<file path="config.mk">
export PLATFORM = sky130hd
export DESIGN_NAME = atan2au_poly
export DESIGN_NICKNAME = d
export VERILOG_FILES = /design/src/rtl/atan2au_pkg.sv /design/src/rtl/atan2au_poly.sv
export SDC_FILE = /design/constraint.sdc
export NUM_CORES = 2
export LEC_CHECK = 0
export BUFFER_PORTS_ARGS = -buffer_cell sky130_fd_sc_hd__buf_2
export CORE_MARGIN = 10
export CORE_UTILIZATION = 59
export DETAILED_ROUTE_END_ITERATION = 7
export PLACE_DENSITY = 0.75
export SYNTH_ARGS = -nofsm -noshare
export SYNTH_HDL_FRONTEND = slang
export SYNTH_SLANG_ARGS = --single-unit
</file>
<file path="constraint.sdc">
create_clock -name clk -period 15.7 [get_ports clk]
set_input_delay 1.57 -clock clk [delete_from_list [all_inputs] [get_ports clk]]
set_output_delay 1.57 -clock clk [all_outputs]
set_load 0.03 [all_outputs]
</file>
<file path="src/rtl/atan2au_pkg.sv">
// Package for the atan2 angle unit: stage control struct, polynomial
// coefficients and the rounded Q1.15 multiply. No dependencies.
package atan2au_pkg;

	typedef struct packed {
		logic valid;
		logic last;
		logic undef;
		logic y_neg;
		logic x_neg;
		logic swap;
	} ctl_t;

	localparam int RatioFrac = 15;
	localparam int QuoWidth  = RatioFrac + 1;
	localparam int PolyWidth = 18;
	localparam int FoldWidth = 19;

	localparam logic signed [PolyWidth-1:0] COEF0 = 18'sd32764;
	localparam logic signed [PolyWidth-1:0] COEF1 = -18'sd10823;
	localparam logic signed [PolyWidth-1:0] COEF2 = 18'sd5903;
	localparam logic signed [PolyWidth-1:0] COEF3 = -18'sd2790;
	localparam logic signed [PolyWidth-1:0] COEF4 = 18'sd683;

	localparam logic signed [FoldWidth-1:0] PI_HALF_Q15 = 19'sd51472;
	localparam logic signed [FoldWidth-1:0] PI_Q15      = 19'sd102944;

	// floor((a*b + 2^14) / 2^15)
	function automatic logic signed [PolyWidth-1:0] mul_q15(
		input logic signed [PolyWidth-1:0] a,
		input logic signed [PolyWidth-1:0] b
	);
		logic signed [2*PolyWidth-1:0] prod;
		logic signed [2*PolyWidth-1:0] rnd;
		prod = a * b;
		rnd  = (prod + (36'sd1 <<< (RatioFrac - 1))) >>> RatioFrac;
		return rnd[PolyWidth-1:0];
	endfunction

endpackage

</file>
<file path="src/rtl/atan2au_poly.sv">
// Odd degree-9 Horner polynomial in Q1.15, one multiply per stage, six stages.
// Uses atan2au_pkg.
module atan2au_poly (
	input  logic                                      clk,
	input  logic                                      arst_n,
	input  logic                                      en,
	input  atan2au_pkg::ctl_t                         ctl_in,
	input  logic [atan2au_pkg::QuoWidth-1:0]          t,
	output atan2au_pkg::ctl_t                         ctl_out,
	output logic signed [atan2au_pkg::PolyWidth-1:0]  p
);
	localparam int PW = atan2au_pkg::PolyWidth;
	localparam int QW = atan2au_pkg::QuoWidth;

	atan2au_pkg::ctl_t ctl_s [6];
	logic signed [PW-1:0] t_s   [6];
	logic signed [PW-1:0] t2_s  [6];
	logic signed [PW-1:0] acc_s [6];

	logic signed [PW-1:0] t_ext;
	assign t_ext = {{(PW-QW){1'b0}}, t};

	always_ff @(posedge clk or negedge arst_n) begin
		if (!arst_n) begin
			for (int k = 0; k < 6; k++) begin
				ctl_s[k] <= '0;
			end
		end else if (en) begin
			ctl_s[0] <= ctl_in;
			for (int k = 1; k < 6; k++) begin
				ctl_s[k] <= ctl_s[k-1];
			end
		end
	end

	always_ff @(posedge clk) begin
		if (en) begin
			t_s[0]   <= t_ext;
			t2_s[0]  <= atan2au_pkg::mul_q15(t_ext, t_ext);
			acc_s[0] <= atan2au_pkg::COEF4;
			t_s[1]   <= t_s[0];
			t2_s[1]  <= t2_s[0];
			acc_s[1] <= atan2au_pkg::COEF3 + atan2au_pkg::mul_q15(t2_s[0], acc_s[0]);
			t_s[2]   <= t_s[1];
			t2_s[2]  <= t2_s[1];
			acc_s[2] <= atan2au_pkg::COEF2 + atan2au_pkg::mul_q15(t2_s[1], acc_s[1]);
			t_s[3]   <= t_s[2];
			t2_s[3]  <= t2_s[2];
			acc_s[3] <= atan2au_pkg::COEF1 + atan2au_pkg::mul_q15(t2_s[2], acc_s[2]);
			t_s[4]   <= t_s[3];
			t2_s[4]  <= t2_s[3];
			acc_s[4] <= atan2au_pkg::COEF0 + atan2au_pkg::mul_q15(t2_s[3], acc_s[3]);
			t_s[5]   <= t_s[4];
			t2_s[5]  <= t2_s[4];
			acc_s[5] <= atan2au_pkg::mul_q15(t_s[4], acc_s[4]);
		end
	end

	assign ctl_out = ctl_s[5];
	assign p       = acc_s[5];

endmodule

</file>
==> tab_implementation.tex <==
\begin{tabular}{lr}
\hline
Metric & Value \\
\hline
\multicolumn{2}{l}{\textbf{Hold path}} \\
\quad Hold path cells & 0 \\
\quad Worst min path class & flip-flop to flip-flop \\
\multicolumn{2}{l}{\textbf{Clock network}} \\
\quad Register clock-pin slew on the reported worst setup and hold paths & $\sim$0.060 ns \\
\quad Deepest clock path buffer count & 3 \\
\quad Clock Latency Late Sink & 0.62 ns \\
\quad Maximum level of the CTS H-tree & 2 \\
\quad Number of buffers added by the clock tree synthesis step & 38 \\
\quad CTS Hold Bufs & 0 \\
\quad Root cell of the clock tree & clkbuf\_16 \\
\quad Post CTS Setup Buffer Count & 0 \\
\quad Sinks on the clock net & 278 \\
\quad CTS tree & built \\
\quad Post\_cts resized & 0 \\
\multicolumn{2}{l}{\textbf{Route}} \\
\quad Post-route antenna net violation count & 0 \\
\quad Post-detailed-route via-to-cell ratio & about 5.4 \\
\quad DR WL/cell & around 17 um \\
\quad Final Routed Wirelength & $\sim$130000 um \\
\quad Post-detailed-route DRC marker count & 0 \\
\quad Vias post-DR & $\sim$42k \\
\quad Initial drt markers & 2348 \\
\quad Number of search-and-repair iterations in the first detailed-routing pass & 6 \\
\multicolumn{2}{l}{\textbf{Setup path}} \\
\quad Delay of the slowest cell on the worst path & 0.89 ns \\
\quad Biggest fanout along the worst timing path & 18 \\
\quad Top delay family on crit path & adder cells \\
\quad Number of buffer and inverter stages on the critical path & 5 \\
\quad Cell with the biggest individual delay on the critical path & edfxtp\_1 \\
\quad Kind of start point of the critical path & flip-flop \\
\quad Number of cells on the worst reg-to-reg path & 29 \\
\quad Logic depth of the worst setup path including buffers & 29 \\
\quad Cell repeated most along the worst path & fa\_1 \\
\quad Critical Setup Path Class & flip-flop to flip-flop \\
\quad Data required time of the worst path & around 16 ns \\
\quad Kind of end point of the critical path & flip-flop \\
\quad Data arrival time of the critical path & $\sim$8.7 ns \\
\multicolumn{2}{l}{\textbf{GRT}} \\
\quad First-pass GRT wire length & about 230000 um \\
\quad Gr usage total & roughly 23\% \\
\quad Initial antenna violation count & 1 \\
\quad GRT overflow & 0 \\
\quad Vias in the first global route & between 40k and 50k \\
\quad Pin count of the biggest net entering global routing & 167 \\
\multicolumn{2}{l}{\textbf{Yosys}} \\
\quad Cell area after synthesis & $\sim$0.064 sq mm \\
\quad XOR/XNOR share of the synthesized area & 2.95\% \\
\quad Synth Instances & roughly 6.5k \\
\quad Leading register cell type out of synthesis & edfxtp\_1 \\
\quad Mux share of post-synthesis cell area & less than 1\% \\
\quad Number of enable flip-flop cells after synthesis & between 200 and 250 \\
\quad Total number of yosys warnings & 0 \\
\quad Syn\_area\_per\_cell & approximately 9.8 sq um \\
\quad Dominant cell type by area after synthesis & fa\_1 \\
\quad Top cell types by occurrence after synthesis & 1702 x inv\_1, 1368 x fa\_1, 739 x nand2\_1 \\
\quad Share of synthesized cell area in and, or, nand and nor gates & approximately 14\% \\
\quad Number of storage elements in the synthesis netlist & about 280 \\
\quad Largest family of logic cells by synthesized area & adder cells \\
\quad Synth top area share & 43.0\% \\
\quad Part of the Yosys area used for sequential elements & 12.8\% \\
\quad Post-Synth Adder-Cell Area & a little under three fifths \\
\quad Share of synthesized flip-flops with an asynchronous set or reset & roughly an eighth \\
\quad Count leader, synth & inv\_1 \\
\quad Total nets after synthesis & 8479 \\
\quad Synth top area cells & fa\_1 43\%, ha\_1 12\%, edfxtp\_1 11\% \\
\quad Number of unique standard cell types used by synthesis & 94 \\
\quad Complex-gate fraction of the synthesized area & approximately 3.5\% \\
\multicolumn{2}{l}{\textbf{STA}} \\
\quad Least setup slack across all paths after layout & about 7.4 ns \\
\quad Post-Route Skew & around 0.046 ns \\
\quad Unrepaired setup endpoints after global routing & false \\
\quad Max-slew headroom at the worst pin & 22.8\% \\
\quad Transition time of the tightest slew-check pin & roughly 1.2 ns \\
\quad Fin crit share & between 50\% and 60\% \\
\quad Highest Clock Rate & roughly 0.12 GHz \\
\quad Number of hold violations in the final report & 0 \\
\quad Number of setup violations in the final report & 0 \\
\quad Setup TNS & 0 ns \\
\quad Final max-slew violation count & 0 \\
\quad Final Critical Period & 8.33 ns \\
\multicolumn{2}{l}{\textbf{Run status}} \\
\quad Outcome & completed \\
\multicolumn{2}{l}{\textbf{Placed design}} \\
\quad Count of input and output buffers & between 40 and 50 \\
\quad Post-placement setup slack & 7.19 ns \\
\quad DP HPWL & about 110000 um \\
\quad Last weighted congestion value of the routability-driven placer & 0.877 \\
\multicolumn{2}{l}{\textbf{Floorplan}} \\
\quad Die Footprint & around 0.12 sq mm \\
\quad Top-level port count & 49 \\
\quad Core area & 0.107 sq mm \\
\quad Die Y & around 350 um \\
\quad Standard-cell row count & 120 \\
\quad Horizontal die dimension & between 300 and 400 um \\
\quad Starting utilization of the core area & around 60\% \\
\multicolumn{2}{l}{\textbf{Cells and area}} \\
\quad Layout overhead on the synthesized area & 4.28\% \\
\quad Nets@finish & 8395 \\
\quad Fraction of final layout cells sized beyond drive strength 1 & 3.69\% \\
\multicolumn{2}{l}{\textbf{Job}} \\
\quad Number of maximum-capacitance violations & 0 \\
\hline
\end{tabular}
-- cell usage in the layout, fill, tap and decap left out, types with 6 or more instances in the layout --
cell type,count
a211o_1,7
a211oi_1,13
a21o_1,31
a21oi_1,80
a311oi_1,7
a31oi_1,10
and2_1,625
and3_1,14
buf_2,47
buf_4,34
clkbuf_16,40
dfrtp_1,36
edfxtp_1,242
fa_1,1368
ha_1,614
inv_1,1702
mux2_2,41
mux2i_1,6
nand2_1,739
nand2b_1,57
nand3_1,29
nand3b_1,6
nand4_1,12
nand4b_1,7
nor2_1,119
nor2b_1,20
nor3_1,37
nor4_1,7
o211ai_1,12
o21a_1,19
o21ai_0,54
or2_2,14
or3_1,13
xnor2_1,148
xor2_1,67
-- through the flow --
stage	instances	util, %	hold slack [ns]	instance area [sq um]
global placement	7751	60.8	0.402	65200
floorplan	6472	-	0.400	63700
finish	7821	62.0	0.407	66500
global route	7820	62.0	0.418	66500
CTS	7820	62.0	0.409	66500
detailed placement	7751	60.8	0.405	65200
-- final timing paths --
kind | startpoint | to | slack, ns
setup / recovery | acc_s[3][9] | acc_s[4][16] | 7.37
setup reg to reg | acc_s[3][9] | acc_s[4][16] | 7.37
hold reg to reg | t_s[3][7] | t_s[4][7] | 0.41
max in group asynchronous | arst_n | ctl_s[19] | 14.20
hold / removal | t_s[3][7] | t_s[4][7] | 0.41
min in group asynchronous | arst_n | ctl_s[29] | 1.02
-- area by class of cell --
class                           count  area (sq um)
Fill cell                        8797         40700
Multi-Input combinational cell   4283         48300
Timing Repair Buffer               83           526
Tap cell                         1403          1760
Clock buffer                       46          1060
Inverter                         1704          6400
Antenna cell                        1          2.50
Clock inverter                     23           204
Sequential cell                   278          8170
-- routing by layer --
layer | wire length (um) | global-route usage (%) | vias to the layer above
li1 | - | - | 19010
met5 | 13 | 0 | -
met2 | 66700 | 40.0 | 1217
met4 | 4060 | 6.85 | 2
met3 | 8090 | 3.05 | 280
met1 | 54800 | 30.1 | 21546
-- cell families (layout without fill, tap and decap cells) --
family | Yosys count | count (layout)
compound gates | 312 | 312
xor+xnor | 215 | 215
fa+ha+maj | 1982 | 1982
buf+inv | 1911 | 1856
flops | 278 | 278
mux | 48 | 48
other cells | 0 | 1
simple gates | 1726 | 1726
-- state kept, by name (all words and copies together), names as in the netlist --
| name | flops |
|---|---|
| ctl_s | 30 |
| acc_s | 90 |
| ctl_out | 6 |
| t2_s | 72 |
| t_s | 80 |
Power is not shown: default switching activity piles up to over one toggle a cycle in this logic, so the estimate is an artifact.
