File: src/rtl/atan2au_pkg.sv
// Package for the atan2 angle unit: stage control struct, polynomial
// coefficients and the rounded Q1.15 multiply. No dependencies.
package atan2au_pkg;

	typedef struct packed {
		logic valid;
		logic last;
		logic undef;
		logic y_neg;
		logic x_neg;
		logic swap;
	} ctl_t;

	localparam int RatioFrac = 15;
	localparam int QuoWidth  = RatioFrac + 1;
	localparam int PolyWidth = 18;
	localparam int FoldWidth = 19;

	localparam logic signed [PolyWidth-1:0] COEF0 = 18'sd32764;
	localparam logic signed [PolyWidth-1:0] COEF1 = -18'sd10823;
	localparam logic signed [PolyWidth-1:0] COEF2 = 18'sd5903;
	localparam logic signed [PolyWidth-1:0] COEF3 = -18'sd2790;
	localparam logic signed [PolyWidth-1:0] COEF4 = 18'sd683;

	localparam logic signed [FoldWidth-1:0] PI_HALF_Q15 = 19'sd51472;
	localparam logic signed [FoldWidth-1:0] PI_Q15      = 19'sd102944;

	// floor((a*b + 2^14) / 2^15)
	function automatic logic signed [PolyWidth-1:0] mul_q15(
		input logic signed [PolyWidth-1:0] a,
		input logic signed [PolyWidth-1:0] b
	);
		logic signed [2*PolyWidth-1:0] prod;
		logic signed [2*PolyWidth-1:0] rnd;
		prod = a * b;
		rnd  = (prod + (36'sd1 <<< (RatioFrac - 1))) >>> RatioFrac;
		return rnd[PolyWidth-1:0];
	endfunction

endpackage

File: src/rtl/atan2au_fold.sv
// Octant and quadrant folding, scaling to the output format and the output
// register. Uses atan2au_pkg.
module atan2au_fold #(
	parameter int AFB = 13
) (
	input  logic                                      clk,
	input  logic                                      arst_n,
	input  logic                                      en,
	input  atan2au_pkg::ctl_t                         ctl_in,
	input  logic signed [atan2au_pkg::PolyWidth-1:0]  p,
	output atan2au_pkg::ctl_t                         ctl_out,
	output logic [AFB+2:0]                            angle
);
	localparam int AW = AFB + 3;
	localparam int FW = atan2au_pkg::FoldWidth;
	localparam int MW = AW + FW;
	localparam int SH = atan2au_pkg::RatioFrac - AFB;

	logic signed [FW-1:0] m1, m2;
	logic [MW-1:0] mw, msh;
	logic [AW-1:0] mt, res;
	atan2au_pkg::ctl_t ctl_q;
	logic [AW-1:0] angle_q;

	always_comb begin
		m1 = ctl_in.swap ? (atan2au_pkg::PI_HALF_Q15 - FW'(p)) : FW'(p);
		m2 = ctl_in.x_neg ? (atan2au_pkg::PI_Q15 - m1) : m1;
		if (m2 < 0) begin
			m2 = '0;
		end
		mw = {{AW{1'b0}}, m2};
	end

	if (SH > 0) begin : g_rshift
		assign msh = (mw + (MW'(1) << (SH - 1))) >> SH;
	end else begin : g_lshift
		assign msh = mw << (-SH);
	end

	always_comb begin
		mt  = msh[AW-1:0];
		res = ctl_in.y_neg ? (~mt + 1'b1) : mt;
		if (ctl_in.undef) begin
			res = '0;
		end
	end

	always_ff @(posedge clk or negedge arst_n) begin
		if (!arst_n) begin
			ctl_q <= '0;
		end else if (en) begin
			ctl_q <= ctl_in;
		end
	end

	always_ff @(posedge clk) begin
		if (en) begin
			angle_q <= res;
		end
	end

	assign ctl_out = ctl_q;
	assign angle   = angle_q;

endmodule

File: config.mk
export PLATFORM = sky130hd
export DESIGN_NAME = atan2au_fold
export DESIGN_NICKNAME = d
export VERILOG_FILES = /design/src/rtl/atan2au_pkg.sv /design/src/rtl/atan2au_fold.sv
export SDC_FILE = /design/constraint.sdc
export NUM_CORES = 1
export LEC_CHECK = 0
export BUFFER_PORTS_ARGS = -buffer_cell sky130_fd_sc_hd__buf_2
export CORE_MARGIN = 8
export CORE_UTILIZATION = 59
export DETAILED_ROUTE_END_ITERATION = 16
export PLACE_DENSITY_LB_ADDON = 0.12
export SYNTH_ARGS = -nofsm -noshare
export SYNTH_HDL_FRONTEND = slang
export SYNTH_SLANG_ARGS = --single-unit
File: constraint.sdc
create_clock -name clk -period 1 [get_ports clk]
set_input_delay 0.1 -clock clk [delete_from_list [all_inputs] [get_ports clk]]
set_output_delay 0.1 -clock clk [all_outputs]
set_load 0.1 [all_outputs]
==> run summary, run 1 <==
Status: did not finish
Failed at: 4_1_cts
Err: [ERROR DPL-0038] Utilization greater than 100%, impossible to legalize
Synth top area share: 14.72%
Syn nets: 441
Number of synthesized flops with an enable pin: 16
Starting density of the core: 60.00%
Htree depth: 1
PostCTS Resize Cnt: 76
Flip-flop and latch count after synthesis: 22
Number of synthesis warnings: 0
Row cnt: 27
Yosys cell types: 83
CTS Hold Bufs: 1
Main area contributors after synthesis: edfxtp_1 (15%), xnor2_1 (8.1%), nor2_1 (4.7%)
PortBufs: 48
Mapped Area: 3263 sq um
Root buf cell: clkbuf_8
Async set-reset flop share out of synthesis: 27.27%
Post-CTS repair timing setup buffer count: 23
Sequential area share after synthesis: 19.33%
Yosys top cell by area: edfxtp_1
Die height: 90.37 microns
Top Ports: 49
Longest Clk Path Bufs: 2
Syn Inst Count: 411
Synth Flop Type: edfxtp_1
Detailed Place HPWL: 10150 microns
Final GP Congestion: 0.9294
Die W: 90.37 microns
Avg Inst Size Synth: 7.939 sq um
Clock Sinks: 22
Num CTS Buffers: 3
==> synthesized netlist by cell type, types with 5 or more instances <==
master and n:
o21ai_0 11, nor3_1 10, o211ai_1 8, buf_2 5, a211o_1 9, or3_1 13
nand2_1 27, clkbuf_1 15, o21ai_1 5, nor3b_1 7, xnor2_1 30, nand3_1 15
nand2b_1 8, mux2_2 7, xor2_1 14, a211oi_1 5, o31ai_1 5, a21oi_1 22
edfxtp_1 16, and3_1 7, nor2_1 41, o2111ai_1 6, inv_1 9, and2_1 7
dfrtp_1 6
==> logic make-up after synthesis <==
family	Yosys count	synth area share (%)
AND/OR/NAND/NOR	177	31.98
AO/OA/AOI/OAI	116	26.73
XOR/XNOR	44	11.81
buffers and inverters	37	5.022
flip-flops	22	19.33
multiplexers	12	3.988
adder cells (fa/ha/maj)	3	1.150
==> through the flow <==
step           std cells  area (sq um)  worst slack (ps)
3_3_place_gp         637          4956             -3292
3_5_place_dp         637          4956             -3788
2_1_floorplan        411          3468             -3539
==> run 2, diff against run 1 <==
--- a/config.mk
+++ b/config.mk
@@ -7,9 +7,9 @@
 export LEC_CHECK = 0
 export BUFFER_PORTS_ARGS = -buffer_cell sky130_fd_sc_hd__buf_2
 export CORE_MARGIN = 8
-export CORE_UTILIZATION = 59
+export CORE_UTILIZATION = 40
 export DETAILED_ROUTE_END_ITERATION = 16
-export PLACE_DENSITY_LB_ADDON = 0.12
+export PLACE_DENSITY_LB_ADDON = 0.15
 export SYNTH_ARGS = -nofsm -noshare
 export SYNTH_HDL_FRONTEND = slang
 export SYNTH_SLANG_ARGS = --single-unit
==> run 2 against run 1 <==
  * The flow now finishes, with violations (setup timing)
  * Synthesized cell count unchanged
  * Synthesized area unchanged
==> run summary, run 2 <==
Syn nets: 441 (unchanged)
Final Power: 0.006767 W
Post-route ant nets: 0
Worst Hold Endpoint: ctl_out[4]
Num CTS Buffers: 3 (unchanged)
Die ar.: 11300 sq um
Startpoint class of the critical path: input port
Longest Clk Path Bufs: 2 (unchanged)
Critical Path Max Stage Delay: 420 ps
VDD IR max: 0.7198 mV
Clock Sinks: 22 (unchanged)
Final setup TNS: -43720 ps
Syn Inst Count: 411 (unchanged)
Yosys cell types: 83 (unchanged)
Largest net degree at the start of global routing: 18
Kind of critical path: in2reg
Worst R2R Setup Slack: 20 ps
Clk_skew: 0 ps
Max Cap Viol: 0
Yosys top cell by area: edfxtp_1
Avg Inst Size Synth: 7.939 sq um (unchanged)
Vias per inst: 5.572
Dpl ws: -3525 ps (+262.9 ps)
Top Ports: 49 (unchanged)
Synth top area share: 14.72% (unchanged)
Sequential area share after synthesis: 19.33% (unchanged)
PortBufs: 48 (unchanged)
Flip-flop and latch count after synthesis: 22 (unchanged)
Number of synthesis warnings: 0 (unchanged)
Status: finished with violations
Top delay family on crit path: simple AND/OR/NAND/NOR gates
# DRC: 0
Async set-reset flop share out of synthesis: 27.27% (unchanged)
Max FFs per register: 16
Commonest non-fill, non-tap cell in the layout: buf_4
Vias: 3928
Reg clk slew, reported paths: 90 ps
Final Hold Viols: 0
Detailed Place HPWL: 8073 microns (-21%)
DRT iter0 DRCs: 144
Starting density of the core: 40.53% (-19 points)
Synth Flop Type: edfxtp_1
Inst Count DP: 678 (+6.4%)
RSZ-0062 raised after global routing: true
Worst Hold Class: in2reg
Final WL: 10840 microns
DP Area: 5070 sq um (+2.3%)
Crit Path Max Fanout: 5
Crit path arrival time: 4290 ps
Tmin final: 4161 ps
Max Fclk: 240.3 MHz
Layout Nets: 631
Post-route insts no fill: 705
Number of synthesized flops with an enable pin: 16 (unchanged)
Critical R2R Launch: ctl_out[2]
Slew HR: 70.16%
TritonCTS clock tree: built
Violated checks: setup timing
Row cnt: 33 (+22%)
First-pass DRT Iterations: 4
Top-count cell post-synth: nor2_1
Htree depth: 1 (unchanged)
Root buf cell: clkbuf_8
Pwr Density: 1201 nW/um^2
Leak: 2.274 nW
N_diodes: 0
Die height: 106.3 microns (+18%)
Total global-route track usage: 17.74%
Final GP Congestion: 0.8732 (-6.0%)
Worst Hold Launch: ctl_in[4]
Grt total ovfl: 0
Cell area after layout: 5635 sq um
Share of layout cells above drive strength 1: 49.50%
Antenna violations before repair: 0
Worst-margin pin slew: 441.8 ps
Mapped Area: 3263 sq um (unchanged)
Final setup vio count: 22
Worst path cell trace: buf_8, inv_4, ha_4, or3b_4, buf_4, nand3_1, o2111a_2, o211ai_1, o21ai_4, nor3b_4, nor2_4, nor2_4, ha_4, or3b_4, nor3_4, a22o_1, and3_4, o221ai_4, buf_4, a211o_1, a21o_1, a21oi_2
Main area contributors after synthesis: edfxtp_1 (15%), xnor2_1 (8.1%), nor2_1 (4.7%)
Setup crit end kind: flip-flop
Die W: 106.3 microns (+18%)
Critical path buffers and inverters: 4
Post-synth top cells: nor2_1 (41), xnor2_1 (30), nand2_1 (27)
DR WL/cell: 15.38 microns
CORE AREA: 8051 sq um
First-pass GRT wire length: 17210 microns
Max-slew violations: 0
CP max-delay cell: or3b_4
Crit share post-route: 416.1%
Clock latency on the worst-skew pair: 270 ps
Area growth syn-to-layout: 72.70%
Req. time, crit path: 1130 ps
Most frequent cells in the layout: buf_4 (155), nor2_1 (35), nand2_1 (26), xnor2_1 (26), buf_12 (24)
Worst hold path stage count: 2
Vias in the first global route: 3858
Reg2reg end: ctl_out[2]
Cells on worst reg2reg path: 2
Final WS setup: -3161 ps
==> run 2: cell counts after synthesis <==
Identical to the previous run, type by type.
==> run 2: metrics by stage <==
stage	hold slack, ps	util [%]
final	63.46	69.99
after global routing	65.94	69.99
after CTS	63.54	68.22
after detailed placement	-65.77	62.97
after global placement	-72.27	62.97
after floorplan	-195.6	-
==> run 2: where the power goes <==
group	switching, W	total, W	internal [W]
logic	0.00258	0.00478	0.00221
clock network	0.000302	0.000737	0.000435
registers	0.0000995	0.00125	0.00115
==> run 2: layer usage <==
metal	GRT usage [%]	part of all wire, %	wire length [microns]
met1	19.94	41	4445
met2	33.82	53	5776
met3	1.573	3.9	425
met4	6.231	1.8	193
met5	0	0	0
==> run 2: cell type report <==
cell class              count  area (sq um)
fillers                   618          2416
multi-input cells         352          2840
repair buffers            212          1899
clock buffers               4         66.31
inverters                  10         45.04
well taps                 105         131.4
flip-flops and latches     22         653.1
==> run 2: worst max-delay path by stage <==
stage | startpoint | endpoint | cells after the start | slack, ps
2_1_floorplan | p[1] | angle[13] | 23 | -3540
3_3_place_gp | p[0] | angle[14] | 21 | -3370
3_5_place_dp | p[0] | angle[15] | 18 | -3520
4_1_cts | p[1] | angle[15] | 19 | -3040
5_1_grt | p[0] | angle[15] | 22 | -3370
6_report | p[0] | angle[15] | 22 | -3160
==> run 2: logic make-up after synthesis <==
family                   after synthesis  synth area share, %
XOR/XNOR                              44                11.81
buffers and inverters                 37                5.022
flip-flops                            22                19.33
AND/OR/NAND/NOR                      177                31.98
multiplexers                          12                3.988
adder cells (fa/ha/maj)                3                1.150
AO/OA/AOI/OAI                        116                26.73
==> run 2: worst reg2reg max path, delay by kind of cell (launching register included) <==
family / cells / cell delay, ps
muxes: 1 / 250
buffers and inverters: 1 / 120
DFF: 1 / 500
==> run 2: what timing repair did <==
| action | 4_1_cts | 5_1_grt |
|---|---|---|
| gates resized for setup | 39 | 20 |
| cloned | 1 | 0 |
| hold buffers | 1 | 0 |
| endpoints found under the setup margin | 22 | 29 |
| setup buffers | 14 | 7 |
| endpoints found under the hold margin | 6 | 0 |
| pin swaps | 19 | 16 |
Power figures use the tool's default switching activity.
