`src/rtl/atan2au_pkg.sv`:
```
// Package for the atan2 angle unit: stage control struct, polynomial
// coefficients and the rounded Q1.15 multiply. No dependencies.
package atan2au_pkg;

	typedef struct packed {
		logic valid;
		logic last;
		logic undef;
		logic y_neg;
		logic x_neg;
		logic swap;
	} ctl_t;

	localparam int RatioFrac = 15;
	localparam int QuoWidth  = RatioFrac + 1;
	localparam int PolyWidth = 18;
	localparam int FoldWidth = 19;

	localparam logic signed [PolyWidth-1:0] COEF0 = 18'sd32764;
	localparam logic signed [PolyWidth-1:0] COEF1 = -18'sd10823;
	localparam logic signed [PolyWidth-1:0] COEF2 = 18'sd5903;
	localparam logic signed [PolyWidth-1:0] COEF3 = -18'sd2790;
	localparam logic signed [PolyWidth-1:0] COEF4 = 18'sd683;

	localparam logic signed [FoldWidth-1:0] PI_HALF_Q15 = 19'sd51472;
	localparam logic signed [FoldWidth-1:0] PI_Q15      = 19'sd102944;

	// floor((a*b + 2^14) / 2^15)
	function automatic logic signed [PolyWidth-1:0] mul_q15(
		input logic signed [PolyWidth-1:0] a,
		input logic signed [PolyWidth-1:0] b
	);
		logic signed [2*PolyWidth-1:0] prod;
		logic signed [2*PolyWidth-1:0] rnd;
		prod = a * b;
		rnd  = (prod + (36'sd1 <<< (RatioFrac - 1))) >>> RatioFrac;
		return rnd[PolyWidth-1:0];
	endfunction

endpackage

```
`src/rtl/atan2au_div.sv`:
```
// Range reduction and pipelined restoring divider: t = floor(lo * 2^15 / hi).
// Two quotient bits per divider stage, nine stages in all. Uses atan2au_pkg.
module atan2au_div #(
	parameter int W = 16
) (
	input  logic                               clk,
	input  logic                               arst_n,
	input  logic                               en,
	input  atan2au_pkg::ctl_t                  ctl_in,
	input  logic [W-1:0]                       x,
	input  logic [W-1:0]                       y,
	output atan2au_pkg::ctl_t                  ctl_out,
	output logic [atan2au_pkg::QuoWidth-1:0]   t
);
	localparam int QW = atan2au_pkg::QuoWidth;
	localparam int NS = QW / 2;

	logic [W-1:0] ax, ay;
	atan2au_pkg::ctl_t ctl_c;

	atan2au_pkg::ctl_t ctl_s [NS+1];
	logic [W:0]        rem_s [NS+1];
	logic [W-1:0]      hi_s  [NS+1];
	logic [QW-1:0]     quo_s [NS+1];

	always_comb begin
		ax = x[W-1] ? (~x + 1'b1) : x;
		ay = y[W-1] ? (~y + 1'b1) : y;
		ctl_c = ctl_in;
		ctl_c.undef = (ax == '0) && (ay == '0);
		ctl_c.y_neg = y[W-1];
		ctl_c.x_neg = x[W-1];
		ctl_c.swap  = ay > ax;
	end

	always_ff @(posedge clk or negedge arst_n) begin
		if (!arst_n) begin
			ctl_s[0] <= '0;
		end else if (en) begin
			ctl_s[0] <= ctl_c;
		end
	end

	always_ff @(posedge clk) begin
		if (en) begin
			rem_s[0] <= {1'b0, (ay > ax) ? ax : ay};
			hi_s[0]  <= (ay > ax) ? ay : ax;
			quo_s[0] <= '0;
		end
	end

	for (genvar j = 0; j < NS; j++) begin : g_stage
		logic [W:0]    r;
		logic [QW-1:0] q;

		always_comb begin
			r = rem_s[j];
			q = quo_s[j];
			for (int i = 0; i < 2; i++) begin
				if ((2 * j + i) != 0) begin
					r = {r[W-1:0], 1'b0};
				end
				if (r >= {1'b0, hi_s[j]}) begin
					r = r - {1'b0, hi_s[j]};
					q = {q[QW-2:0], 1'b1};
				end else begin
					q = {q[QW-2:0], 1'b0};
				end
			end
		end

		always_ff @(posedge clk or negedge arst_n) begin
			if (!arst_n) begin
				ctl_s[j+1] <= '0;
			end else if (en) begin
				ctl_s[j+1] <= ctl_s[j];
			end
		end

		always_ff @(posedge clk) begin
			if (en) begin
				rem_s[j+1] <= r;
				hi_s[j+1]  <= hi_s[j];
				quo_s[j+1] <= q;
			end
		end
	end

	assign ctl_out = ctl_s[NS];
	assign t       = quo_s[NS];

endmodule

```
`config.mk`:
```
export PLATFORM = sky130hd
export DESIGN_NAME = atan2au_div
export DESIGN_NICKNAME = d
export VERILOG_FILES = /design/src/rtl/atan2au_pkg.sv /design/src/rtl/atan2au_div.sv
export SDC_FILE = /design/constraint.sdc
export NUM_CORES = 1
export LEC_CHECK = 0
export BUFFER_PORTS_ARGS = -buffer_cell sky130_fd_sc_hd__clkbuf_2
export CORE_ASPECT_RATIO = 1.75
export CORE_MARGIN = 1.5
export CORE_UTILIZATION = 34
export CTS_BUF_LIST = sky130_fd_sc_hd__clkbuf_4
export DETAILED_ROUTE_END_ITERATION = 12
export GPL_TIMING_DRIVEN = 0
export HOLD_SLACK_MARGIN = 0.08
export PLACE_DENSITY_LB_ADDON = 0.15
export SETUP_SLACK_MARGIN = 0.1
export SLEW_MARGIN = 10
export SYNTH_ARGS = -nofsm -noshare
export SYNTH_HDL_FRONTEND = slang
export SYNTH_SLANG_ARGS = --single-unit
```
`constraint.sdc`:
```
create_clock -name clk -period 5.2 [get_ports clk]
set_input_delay 0.26 -clock clk [delete_from_list [all_inputs] [get_ports clk]]
set_output_delay 0.26 -clock clk [all_outputs]
set_load 0.02 [all_outputs]
```
==> reports/metrics.yaml, run 1 <==
ff_latch_area_mm2: 0.0112
routed_via_density: 5.33
area_share_of_xor_xnor_cells_in_the_synthesized_design_pct: 6.40
postRouteWirelength_um: 80800
dp_hpwl_um: 62900
synthDominantCellAreaShare_pct: 36.4
cpPeakStageDelay_ns: 0.52
placementRows: 136
avgRoutedWirePerCell_um: 20.0
number_of_nets_in_the_layout: 3235
rsz0062_at_grt: "true"
cp_max_fo: 6
synth.mux.area_fraction_pct: 9.08
multi_input_area_mm2: 0.0158
drt_pass1_iterations: 5
drtIter0Drc: 711
max-cap-violations: 0
yosysTopAreaCell: "edfxtp_1"
cts_root_buffer: "clkbuf_4"
syn-cell-area_mm2: 0.0271
drive_gt1_share_pct: 23.3
synth-warning-count: 0
yosys-top-cells-area: "edfxtp_1, ha_1, mux2_2, dfrtp_1, xnor2_1"
async_flop_share_pct: 14.1
grt_pass1_vias: 22500
min_path_type: "primary input to flip-flop"
port_buffers: 58
final-setup-viol-count: 0
cp_data_arrival_time_ns: 5.76
postSynthRegisterBits: 382
cts_made_buffers: 98
synth_top_family_by_area: "compound AO/OA/AOI/OAI gates"
setup_slack_ns: 0.154
grt_remaining_overflow: 0
finalMaxSlewViolations: 0
layout-area-overhead-vs-synth_pct: 20.9
die_outline_width_um: 216
grt_pass1_wl_um: 122000
synthDistinctLibCells: 81
clock_insertion_delay_worst_skew_ns: 0.99
run_status: "finished clean"
final.period_utilization_pct: 97.0
synth_edf_count: 328
synth_compound_area_share_pct: 15.3
grt_util_all_layers_pct: 19.7
synth.avg_cell_area_um2: 10.5
slowest_stage: "or4_4"
ys.flop_type: "edfxtp_1"
highest_count_cells_in_the_layout_ignoring_fill_and_taps: "edfxtp_1, ha_1, inv_1, nor2_1, a21oi_1"
syn_inst_count: 2576
critical_path.cell_chain: "ha_2 > o21a_1 > o31a_1 > o41ai_4 > buf_4 > o21ai_4 > o21ai_4 > buf_6 > mux2_4 > ha_4 > o21a_1 > o31a_1 > or4_4 > a31oi_4 > o21ai_2 > a21oi_2 > o21ai_2 > a21oi_4 > buf_6 > mux2_4"
clk_path_buf_depth: 3
yosysSeqAreaShare_pct: 41.4
fin_crit_ns: 5.05
yosys.area_share.adder_pct: 13.0
place.gp.congestion: 0.905
cp_num_buf_inv: 3
post_synth_and_or_nand_nor_area_fraction_pct: 11.2
critPathLaunchType: "flip-flop"
fin_skew_ns: 0.0734
via_count: 21500
remaining_drc_errors: 0
timing.critical_path.required_ns: 5.92
hold_viol: 0
cts_max_level: 3
cp_top_family: "compound AO/OA/AOI/OAI gates"
clkTransAtPathRegs_ns: 0.08
floorplan.io_pins: 63
setup_crit_end_kind: "flip-flop"
total_core_area_mm2: 0.0788
tritoncts_clock_tree: "yes"
max_slew.worst_pin.slew_ns: 0.780
placement_stage_worst_setup_slack_ns: -2.09
pin_count_of_the_biggest_net_entering_global_routing: 101
nFillCells: 7671
floorplan.die_area_mm2: 0.0814
crit_type: "flip-flop to flip-flop"
net_count_after_synthesis: 2893
initial_utilization_pct: 34.4
maxSlewHeadroom_pct: 48.0
clock_sinks: 382
grt_antenna_before_repair: 3
number_of_nets_with_antenna_violations_after_detailed_routing: 0
mostFrequentLayoutCell: "edfxtp_1"
floorplan.die.height_um: 376
fmax_mhz: 198
## per-stage QoR
stage                     hold slack [ns]  instances  TNS (ns)  util (%)  cell area (um2)
after CTS                           0.100       3978         0      40.6            32000
after global placement              0.400       3669   -805.37      36.4            28700
final                               0.253       4030         0      41.6            32700
after floorplan                   -0.0356       2576         0         -            27100
after global routing                0.217       4029         0      41.6            32700
after detailed placement            0.388       3672   -127.92      36.5            28800
## routing by layer
metal / part of all wire [%] / global-route usage [%] / wire length, um / vias to the layer above
met2: 58 / 40.4 / 46700 / 547
met1: 30 / 15.3 / 24200 / 10300
met3: 2.9 / 3.04 / 2340 / 304
met4: 9.3 / 17.4 / 7500 / 2
li1: - / - / - / 10300
met5: 0.024 / 0 / 19 / -
## synth_stat cells, types with 8 or more instances
library cell / instances
a211oi_1: 21
nand3_1: 51
dfrtp_1: 54
a2111oi_0: 9
a31oi_1: 15
o41ai_1: 11
nor3_1: 51
a21o_1: 54
o21ai_0: 150
nand4_1: 40
fa_1: 9
inv_1: 200
o21a_1: 55
or3_1: 19
mux2_4: 8
or4_1: 8
o31ai_1: 25
xor2_1: 91
xnor2_1: 107
and2_1: 9
a21oi_1: 179
buf_4: 8
ha_1: 267
mux2i_1: 38
o21bai_1: 20
a211o_1: 10
edfxtp_1: 328
nand2b_1: 26
nor4_1: 9
nor2_1: 189
mux2_2: 174
and3_1: 15
nand2_1: 126
clkbuf_1: 31
nor2b_1: 31
or2_2: 8
o31a_1: 15
o211ai_1: 8
## final cells by class
cell class | instances | area share (%)
Antenna cell | 4 | 0.0306
Clock buffer | 135 | 3.10
Inverter | 201 | 2.30
Timing Repair Buffer | 243 | 6.16
Clock inverter | 38 | 0.753
Multi-Input combinational cell | 1943 | 48.2
Tap cell | 1035 | 3.96
Sequential cell | 382 | 34.2
Buffer | 49 | 1.26
## registers in the layout, summed over array words and instances, names as in the netlist
| name | cells |
|---|---|
| hi_s | 128 |
| rem_s | 128 |
| ctl_out | 6 |
| ctl_s | 48 |
| quo_s | 72 |
## logic make-up after synthesis
family,Yosys count
AND/OR/NAND/NOR,612
flip-flops,382
buffers and inverters,251
XOR/XNOR,198
adder cells (fa/ha/maj),276
AO/OA/AOI/OAI,637
multiplexers,220
## repair_timing
item,4_1_cts,5_1_grt
buffers inserted,54,48
hold buffers,79,0
endpoints found under the hold margin,166,0
gates resized for setup,176,102
setup endpoints to repair,120,119
gates cloned,1,0
pin swaps,39,47
## path summary, 6_finish.rpt
check	slack [ns]	from	endpoint	cells past startpoint
max	0.15	rem_s[0][52]	rem_s[0][73]	20
min in group asynchronous	0.38	arst_n	ctl_out[1]	4
min	0.25	x[4]	ctl_s[51]	7
max reg2reg	0.15	rem_s[0][52]	rem_s[0][73]	20
max in group asynchronous	4.58	arst_n	ctl_s[44]	4
min reg2reg	0.41	quo_s[1][18]	quo_s[1][36]	0
## worst register-to-register path, cell delays in order (launching register included)
cell and delay (ns):
edfxtp_1 0.42, ha_2 0.36, o21a_1 0.18, o31a_1 0.16
o41ai_4 0.22, buf_4 0.19, o21ai_4 0.07, o21ai_4 0.30
buf_6 0.15, mux2_4 0.31, ha_4 0.24, o21a_1 0.17
o31a_1 0.13, or4_4 0.52, a31oi_4 0.23, o21ai_2 0.08
a21oi_2 0.19, o21ai_2 0.10, a21oi_4 0.25, buf_6 0.19
mux2_4 0.31
Power of run 1 is left out: the tool's default activity adds up to more than one toggle a clock period on the data nets, which glitch-free logic cannot reach.
==> inputs of run 2 (changes only) <==
CORE_ASPECT_RATIO = not set   (was 1.75)
CORE_UTILIZATION = 50   (was 34)
GPL_TIMING_DRIVEN = 1   (was 0)
==> run 2 against run 1 <==
Clock skew shrank 0.0094 ns. Maximum frequency grew 1.3%. Final cell count down 9.5%. Highest routed layer is now met4. Global-route usage increased by 4.2 points. Sequential share of layout area is 1.8 points higher. Final area shrank 5.1%. Via count shrank 2.9%. Non-clock buffer count is 57 lower. Critical path depth decreased by 5. Wire length down 17%.
==> reports/metrics.yaml, run 2 (synthesized netlist as in run 1, its figures left out) <==
postRouteWirelength_um: 66800  # was 80800 um
placement_stage_worst_setup_slack_ns: -0.0727  # was -2.09 ns
dp_hpwl_um: 50900  # was 62900 um
pin_count_of_the_biggest_net_entering_global_routing: 193  # was 101
layout-area-overhead-vs-synth_pct: 14.7  # was 20.9%
clkTransAtPathRegs_ns: 0.06  # was 0.08 ns
run_status: "finished clean"  # unchanged
initial_utilization_pct: 50.4  # was 34.4%
crit_type: "primary input to flip-flop"  # was flip-flop to flip-flop
placementRows: 85  # was 136
setup_slack_ns: 0.217  # was 0.154 ns
reg_top3: "hi_s: 128 flops, rem_s: 128 flops, quo_s: 72 flops"  # unchanged
grt_pass1_vias: 20400  # was 22500
place.detailed.instances: 3382  # was 3672
clk_path_buf_depth: 3  # unchanged
cp_max_fo: 33  # was 6
drt_pass1_iterations: 5  # unchanged
number_of_nets_with_antenna_violations_after_detailed_routing: 0  # unchanged
finish.utilization_pct: 57.9  # was 41.6%
floorplan.io_pins: 63  # unchanged
number_of_nets_in_the_layout: 3184  # was 3235
clock_sinks: 382  # unchanged
grt_util_all_layers_pct: 23.8  # was 19.7%
cts_root_buffer: "clkbuf_4"  # unchanged
drive_gt1_share_pct: 19.6  # was 23.3%
post_layout_nonfiller_instances: 3646  # was 4030
maxSlewHeadroom_pct: 20.3  # was 48.0%
cts_made_buffers: 104  # was 98
cp_data_arrival_time_ns: 5.55  # was 5.76 ns
rsz0062_at_grt: "true"  # unchanged
nFillCells: 4668  # was 7671
floorplan.die_area_mm2: 0.0556  # was 0.0814 mm2
timing.critical_path.required_ns: 5.76  # was 5.92 ns
critPathLaunchType: "primary input"  # was flip-flop
fin_skew_ns: 0.0639  # was 0.0734 ns
cts_max_level: 3  # unchanged
tritoncts_clock_tree: "yes"  # unchanged
remaining_drc_errors: 0  # unchanged
highest_count_cells_in_the_layout_ignoring_fill_and_taps: "edfxtp_1, ha_1, inv_1, nor2_1, a21oi_1"  # unchanged
grt_antenna_before_repair: 2  # was 3
grt_remaining_overflow: 0  # unchanged
drtIter0Drc: 1254  # was 711
fmax_mhz: 201  # was 198 MHz
setup_crit_end_kind: "flip-flop"  # unchanged
fin_crit_ns: 4.98  # was 5.05 ns
min_path_type: "primary input to flip-flop"  # unchanged
port_buffers: 58  # unchanged
total_core_area_mm2: 0.0537  # was 0.0788 mm2
routed_via_density: 5.72  # was 5.33
hold_viol: 0  # unchanged
via_count: 20800  # was 21500
max-cap-violations: 0  # unchanged
mostFrequentLayoutCell: "edfxtp_1"  # unchanged
place.gp.congestion: 0.926  # was 0.905
max_slew.worst_pin.slew_ns: 1.20  # was 0.780 ns
floorplan.die.height_um: 236  # was 376 um
placed_cell_area_mm2: 0.0289  # was 0.0288 mm2
avgRoutedWirePerCell_um: 18.3  # was 20.0 um
grt_pass1_wl_um: 106000  # was 122000 um
final-setup-viol-count: 0  # unchanged
final.period_utilization_pct: 95.8  # was 97.0%
die_outline_width_um: 236  # was 216 um
finalMaxSlewViolations: 0  # unchanged
finalInstanceArea_mm2: 0.0311  # was 0.0327 mm2
clock_insertion_delay_worst_skew_ns: 0.89  # was 0.99 ns
run 2: cell count changes in the layout (fill, tap and decap cells not counted), sizes merged:
cell,before,now
bufinv,3,1
buf,129,110
clkinvlp,2,1
dlygate4sd3,78,68
clkinv,33,43
inv,201,202
clkdlybuf4s15,1,0
clkbuf,219,197
diode,4,3
run 2: worst paths after layout:
| path | from | end | slack, ns | cells after the start |
|---|---|---|---|---|
| min reg2reg | quo_s[1][32] | quo_s[1][50] | 0.40 | 0 |
| max reg2reg | hi_s[0][32] | rem_s[0][65] | 0.28 | 18 |
| min | ctl_in[5] | ctl_s[53] | 0.20 | 3 |
| max in group asynchronous | arst_n | ctl_s[52] | 4.15 | 4 |
| min in group asynchronous | arst_n | ctl_s[27] | 0.60 | 4 |
| max | y[0] | rem_s[0][2] | 0.22 | 15 |
run 2: area by class of cell:
class	instances	area [um2]	share of cell area, %
Antenna cell	3	7.51	0.0242
Tap cell	696	871	2.80
Timing Repair Buffer	235	1880	6.06
Clock inverter	46	250	0.805
Multi-Input combinational cell	1943	15100	48.5
Inverter	201	754	2.43
Sequential cell	382	11200	36.0
Clock buffer	140	1050	3.38
run 2: timing repair:
action / 4_1_cts / 5_1_grt
setup buffers: 0 / 7
hold endpoints to repair: 182 / 0
resized for setup: 5 / 38
pin swaps: 0 / 7
endpoints found under the setup margin: 34 / 121
hold buffers: 68 / 0
run 2: metal layers:
metal  global-route usage (%)  vias up  wire [um]  part of all wire, %
met5                        0        -          0                    0
met4                     7.96        0       1640                  2.5
met3                     5.07      105       3720                  5.6
met2                     37.0      494      29600                   44
met1                     33.1     9992      31800                   48
li1                         -    10300          -                    -
run 2: per-stage QoR:
| stage | TNS [ns] | hold WS [ns] |
|---|---|---|
| finish | 0 | 0.201 |
| global route | 0 | 0.126 |
| CTS | 0 | 0.0960 |
| detailed placement | -0.667 | 0.405 |
| global placement | -0.0566 | 0.401 |
| floorplan | 0 | -0.0356 |
run 2: worst max-delay path, cell delays in order:
cell and delay (ns):
dlygate4sd3_1 0.55, clkbuf_2 0.13, or4_1 0.54, or4_4 0.47, or4_4 0.49, dlygate4sd3_1 0.57
or4b_4 0.56, inv_1 0.08, ha_1 0.17, nand4_1 0.15, a211o_1 0.33, a31oi_4 0.19
buf_6 0.35, mux2i_1 0.13, dlygate4sd3_1 0.57
Power of run 2 is left out for the same reason.
==> inputs of run 3 (changes only) <==
ABC_AREA = 1   (was not set)
CTS_CLUSTER_SIZE = 8   (was not set)
SLEW_MARGIN = not set   (was 10)
==> run 3 against run 2 <==
Hold slack better by 0.073 ns. Maximum frequency increased by 9.0%. Clock-buffer cell count up 2. Sequential cell count is the same. Critical path depth rose by 2. Critical path type unchanged. Critical endpoint is now rem_s[0][1].
==> reports/metrics.yaml, run 3 <==
place.gp.congestion: 0.946  # was 0.926
mostFrequentLayoutCell: "nand2_1"  # was edfxtp_1
port_buffers: 58  # unchanged
crit_type: "primary input to flip-flop"  # unchanged
final-setup-viol-count: 0  # unchanged
setup_crit_end_kind: "flip-flop"  # unchanged
synth.mux.area_fraction_pct: 0  # was 9.08%
number_of_nets_with_antenna_violations_after_detailed_routing: 0  # unchanged
drive_gt1_share_pct: 8.76  # was 19.6%
post_layout_nonfiller_instances: 4978  # was 3646
yosys-top-cells-area: "edfxtp_1, nand2_1, ha_1, nand3_1, inv_1"  # was edfxtp_1, ha_1, mux2_2, dfrtp_1, xnor2_1
postRouteWirelength_um: 76600  # was 66800 um
clock_insertion_delay_worst_skew_ns: 0.90  # was 0.89 ns
hold_end: "rem_s[0][11]"  # was ctl_s[53]
dp_hpwl_um: 60200  # was 50900 um
nFillCells: 5750  # was 4668
cp_top_family: "buffers and inverters"  # unchanged
highest_count_cells_in_the_layout_ignoring_fill_and_taps: "nand2_1, inv_1, nand3_1, edfxtp_1, ha_1"  # was edfxtp_1, ha_1, inv_1, nor2_1, a21oi_1
net_count_after_synthesis: 4258  # was 2893
cp_num_buf_inv: 8  # was 6
synth_top_family_by_area: "simple AND/OR/NAND/NOR gates"  # was compound AO/OA/AOI/OAI gates
setup_slack_ns: 0.627  # was 0.217 ns
postSynthRegisterBits: 382  # unchanged
drtIter0Drc: 1654  # was 1254
worst_r2r_path_depth: 21  # was 18
finish.utilization_pct: 55.7  # was 57.9%
syn_inst_count: 3941  # was 2576
run_status: "finished clean"  # unchanged
cts.repair.resized: 0  # was 5
via_count: 25900  # was 20800
fmax_mhz: 219  # was 201 MHz
number_of_nets_in_the_layout: 4435  # was 3184
drt_pass1_iterations: 6  # was 5
rsz0062_at_grt: "false"  # was true
slowest_stage: "nand2_1"  # was dlygate4sd3_1
async_flop_share_pct: 14.1  # unchanged
hold_viol: 0  # unchanged
synthDistinctLibCells: 53  # was 81
worst_hold_path.num_cells: 7  # was 3
cts_made_buffers: 104  # unchanged
yosysSeqAreaShare_pct: 37.4  # was 41.4%
fin_skew_ns: 0.0736  # was 0.0639 ns
min_path_type: "primary input to flip-flop"  # unchanged
floorplan.die_area_mm2: 0.0614  # was 0.0556 mm2
ys.flop_type: "edfxtp_1"  # unchanged
initial_utilization_pct: 50.6  # was 50.4%
timing.critical_path.required_ns: 5.78  # was 5.76 ns
fin_crit_ns: 4.57  # was 4.98 ns
setup.reg_to_reg.worst_slack_ns: 0.82  # was 0.28 ns
synth_most_common_cell: "nand2_1"  # was edfxtp_1
hold_path_startpoint: "x[10]"  # was ctl_in[5]
total_core_area_mm2: 0.0591  # was 0.0537 mm2
max_slew.worst_pin.slew_ns: 0.990  # was 1.20 ns
die_outline_width_um: 248  # was 236 um
number_of_setup_buffers_added_after_cts: 0  # unchanged
critPathLaunchType: "primary input"  # unchanged
holdBufCountCts: 67  # was 68
place.detailed.instances: 4718  # was 3382
synth-warning-count: 0  # unchanged
clkTransAtPathRegs_ns: 0.06  # about the same
synthDominantCellAreaShare_pct: 32.9  # was 36.4%
grt_pass1_vias: 24300  # was 20400
ff_latch_area_mm2: 0.0112  # unchanged
r2r_end: "rem_s[0][80]"  # was rem_s[0][65]
yosys-top-cells-count: "nand2_1, inv_1, nand3_1"  # was edfxtp_1, ha_1, inv_1
yosys.area_share.adder_pct: 11.8  # was 13.0%
grt_remaining_overflow: 0  # unchanged
cts_max_level: 3  # unchanged
synth_edf_count: 328  # unchanged
tritoncts_clock_tree: "yes"  # unchanged
placement_stage_worst_setup_slack_ns: 0.856  # was -0.0727 ns
setup_tns_ns: 0  # unchanged
clock_sinks: 382  # unchanged
final.period_utilization_pct: 87.9  # was 95.8%
routed_via_density: 5.20  # was 5.72
critical_path.reg2reg.startpoint: "hi_s[0][58]"  # was hi_s[0][32]
multi_input_area_mm2: 0.0165  # was 0.0151 mm2
post_synth_and_or_nand_nor_area_fraction_pct: 30.7  # was 11.2%
grt_util_all_layers_pct: 25.4  # was 23.8%
grt_antenna_before_repair: 2  # unchanged
layout-area-overhead-vs-synth_pct: 9.96  # was 14.7%
synth_compound_area_share_pct: 8.52  # was 15.3%
critical_path.cell_chain: "dlygate4sd3_1 > clkbuf_2 > inv_1 > nor3_1 > dlygate4sd3_1 > nand3_1 > inv_1 > ha_1 > nand2_1 > inv_1 > nand3_1 > nor3_1 > nand3_1 > nand2_1 > buf_4 > o21ai_0 > dlygate4sd3_1"  # was dlygate4sd3_1 > clkbuf_2 > or4_1 > or4_4 > or4_4 > dlygate4sd3_1 > or4b_4 > inv_1 > ha_1 > nand4_1 > a211o_1 > a31oi_4 > buf_6 > mux2i_1 > dlygate4sd3_1
placementRows: 89  # was 85
syn-cell-area_mm2: 0.0299  # was 0.0271 mm2
area_share_of_xor_xnor_cells_in_the_synthesized_design_pct: 4.30  # was 6.40%
avgRoutedWirePerCell_um: 15.4  # was 18.3 um
synth.avg_cell_area_um2: 7.60  # was 10.5 um2
max-cap-violations: 0  # unchanged
reg_top3: "hi_s: 128 flops, rem_s: 128 flops, quo_s: 72 flops"  # unchanged
cp_max_fo: 27  # was 33
floorplan.io_pins: 63  # unchanged
remaining_drc_errors: 0  # unchanged
cts_root_buffer: "clkbuf_4"  # unchanged
pin_count_of_the_biggest_net_entering_global_routing: 183  # was 193
finalMaxSlewViolations: 0  # unchanged
floorplan.die.height_um: 248  # was 236 um
grt_pass1_wl_um: 124000  # was 106000 um
clk_path_buf_depth: 3  # unchanged
maxSlewHeadroom_pct: 34.0  # was 20.3%
cpPeakStageDelay_ns: 0.67  # was 0.57 ns
cp_data_arrival_time_ns: 5.15  # was 5.55 ns
yosysTopAreaCell: "edfxtp_1"  # unchanged
-- run 3: changes by cell type in the layout (fill, tap and decap cells not counted), moves of 38 or more --
cell	previous run	this run
nand2_1	125	1380
nand3_1	51	354
inv_1	198	436
mux2_2	174	0
buf_4	101	14
xnor2_1	107	51
a21oi_1	179	228
a21o_1	54	9
mux2i_1	38	0
-- run 3: area by class of cell --
type / instances / share of cell area [%]
diodes: 2 / 0.0152
clock buffers: 142 / 3.24
clock inverters: 49 / 0.950
inverters: 459 / 5.26
multi-input cells: 3031 / 50.2
flip-flops and latches: 382 / 34.0
well taps: 773 / 2.94
repair buffers: 140 / 3.33
-- run 3: cell families (layout without fill, tap and decap cells) --
kind of cell / Yosys count / after routing
DFF: 382 / 382
buffers and inverters: 528 / 790
adders and majority gates: 276 / 276
other: 0 / 2
xor gates and xnor gates: 147 / 147
AOI/OAI and AO/OA: 465 / 465
and+or+nand+nor: 2143 / 2143
-- run 3: how the worst max path moves through the flow --
stage | from | end | slack (ns) | depth (start not counted)
after detailed placement | hi_s[0][56] | rem_s[0][80] | 0.86 | 21
after global placement | hi_s[0][56] | rem_s[0][83] | 0.91 | 21
final | y[15] | rem_s[0][1] | 0.63 | 17
after global routing | x[2] | rem_s[0][1] | 0.33 | 22
after CTS | y[15] | rem_s[0][2] | 0.80 | 17
after floorplan | rem_s[0][7] | rem_s[0][27] | 1.69 | 25
-- run 3: stage by stage --
step,hold WS [ns],cell area [um2]
after floorplan,-0.0356,29900
after global placement,0.400,30900
after detailed placement,0.405,30900
after CTS,0.196,32900
after global routing,0.267,32900
final,0.274,32900
-- run 3: per-layer routing --
layer | part of all wire (%) | global-route usage [%]
met1 | 46 | 34.1
met2 | 45 | 41.2
met3 | 4.7 | 3.28
met4 | 4.0 | 11.4
met5 | 0 | 0
-- run 3: worst register-to-register path, delay by kind of cell, from the launching register on --
| family | cells | cell delay, ns |
|---|---|---|
| AO/OA/AOI/OAI | 5 | 0.87 |
| adder cells (fa/ha/maj) | 2 | 0.64 |
| buffers and inverters | 2 | 0.49 |
| flip-flops | 1 | 0.38 |
| AND/OR/NAND/NOR | 12 | 1.72 |
Power of run 3 is left out for the same reason.
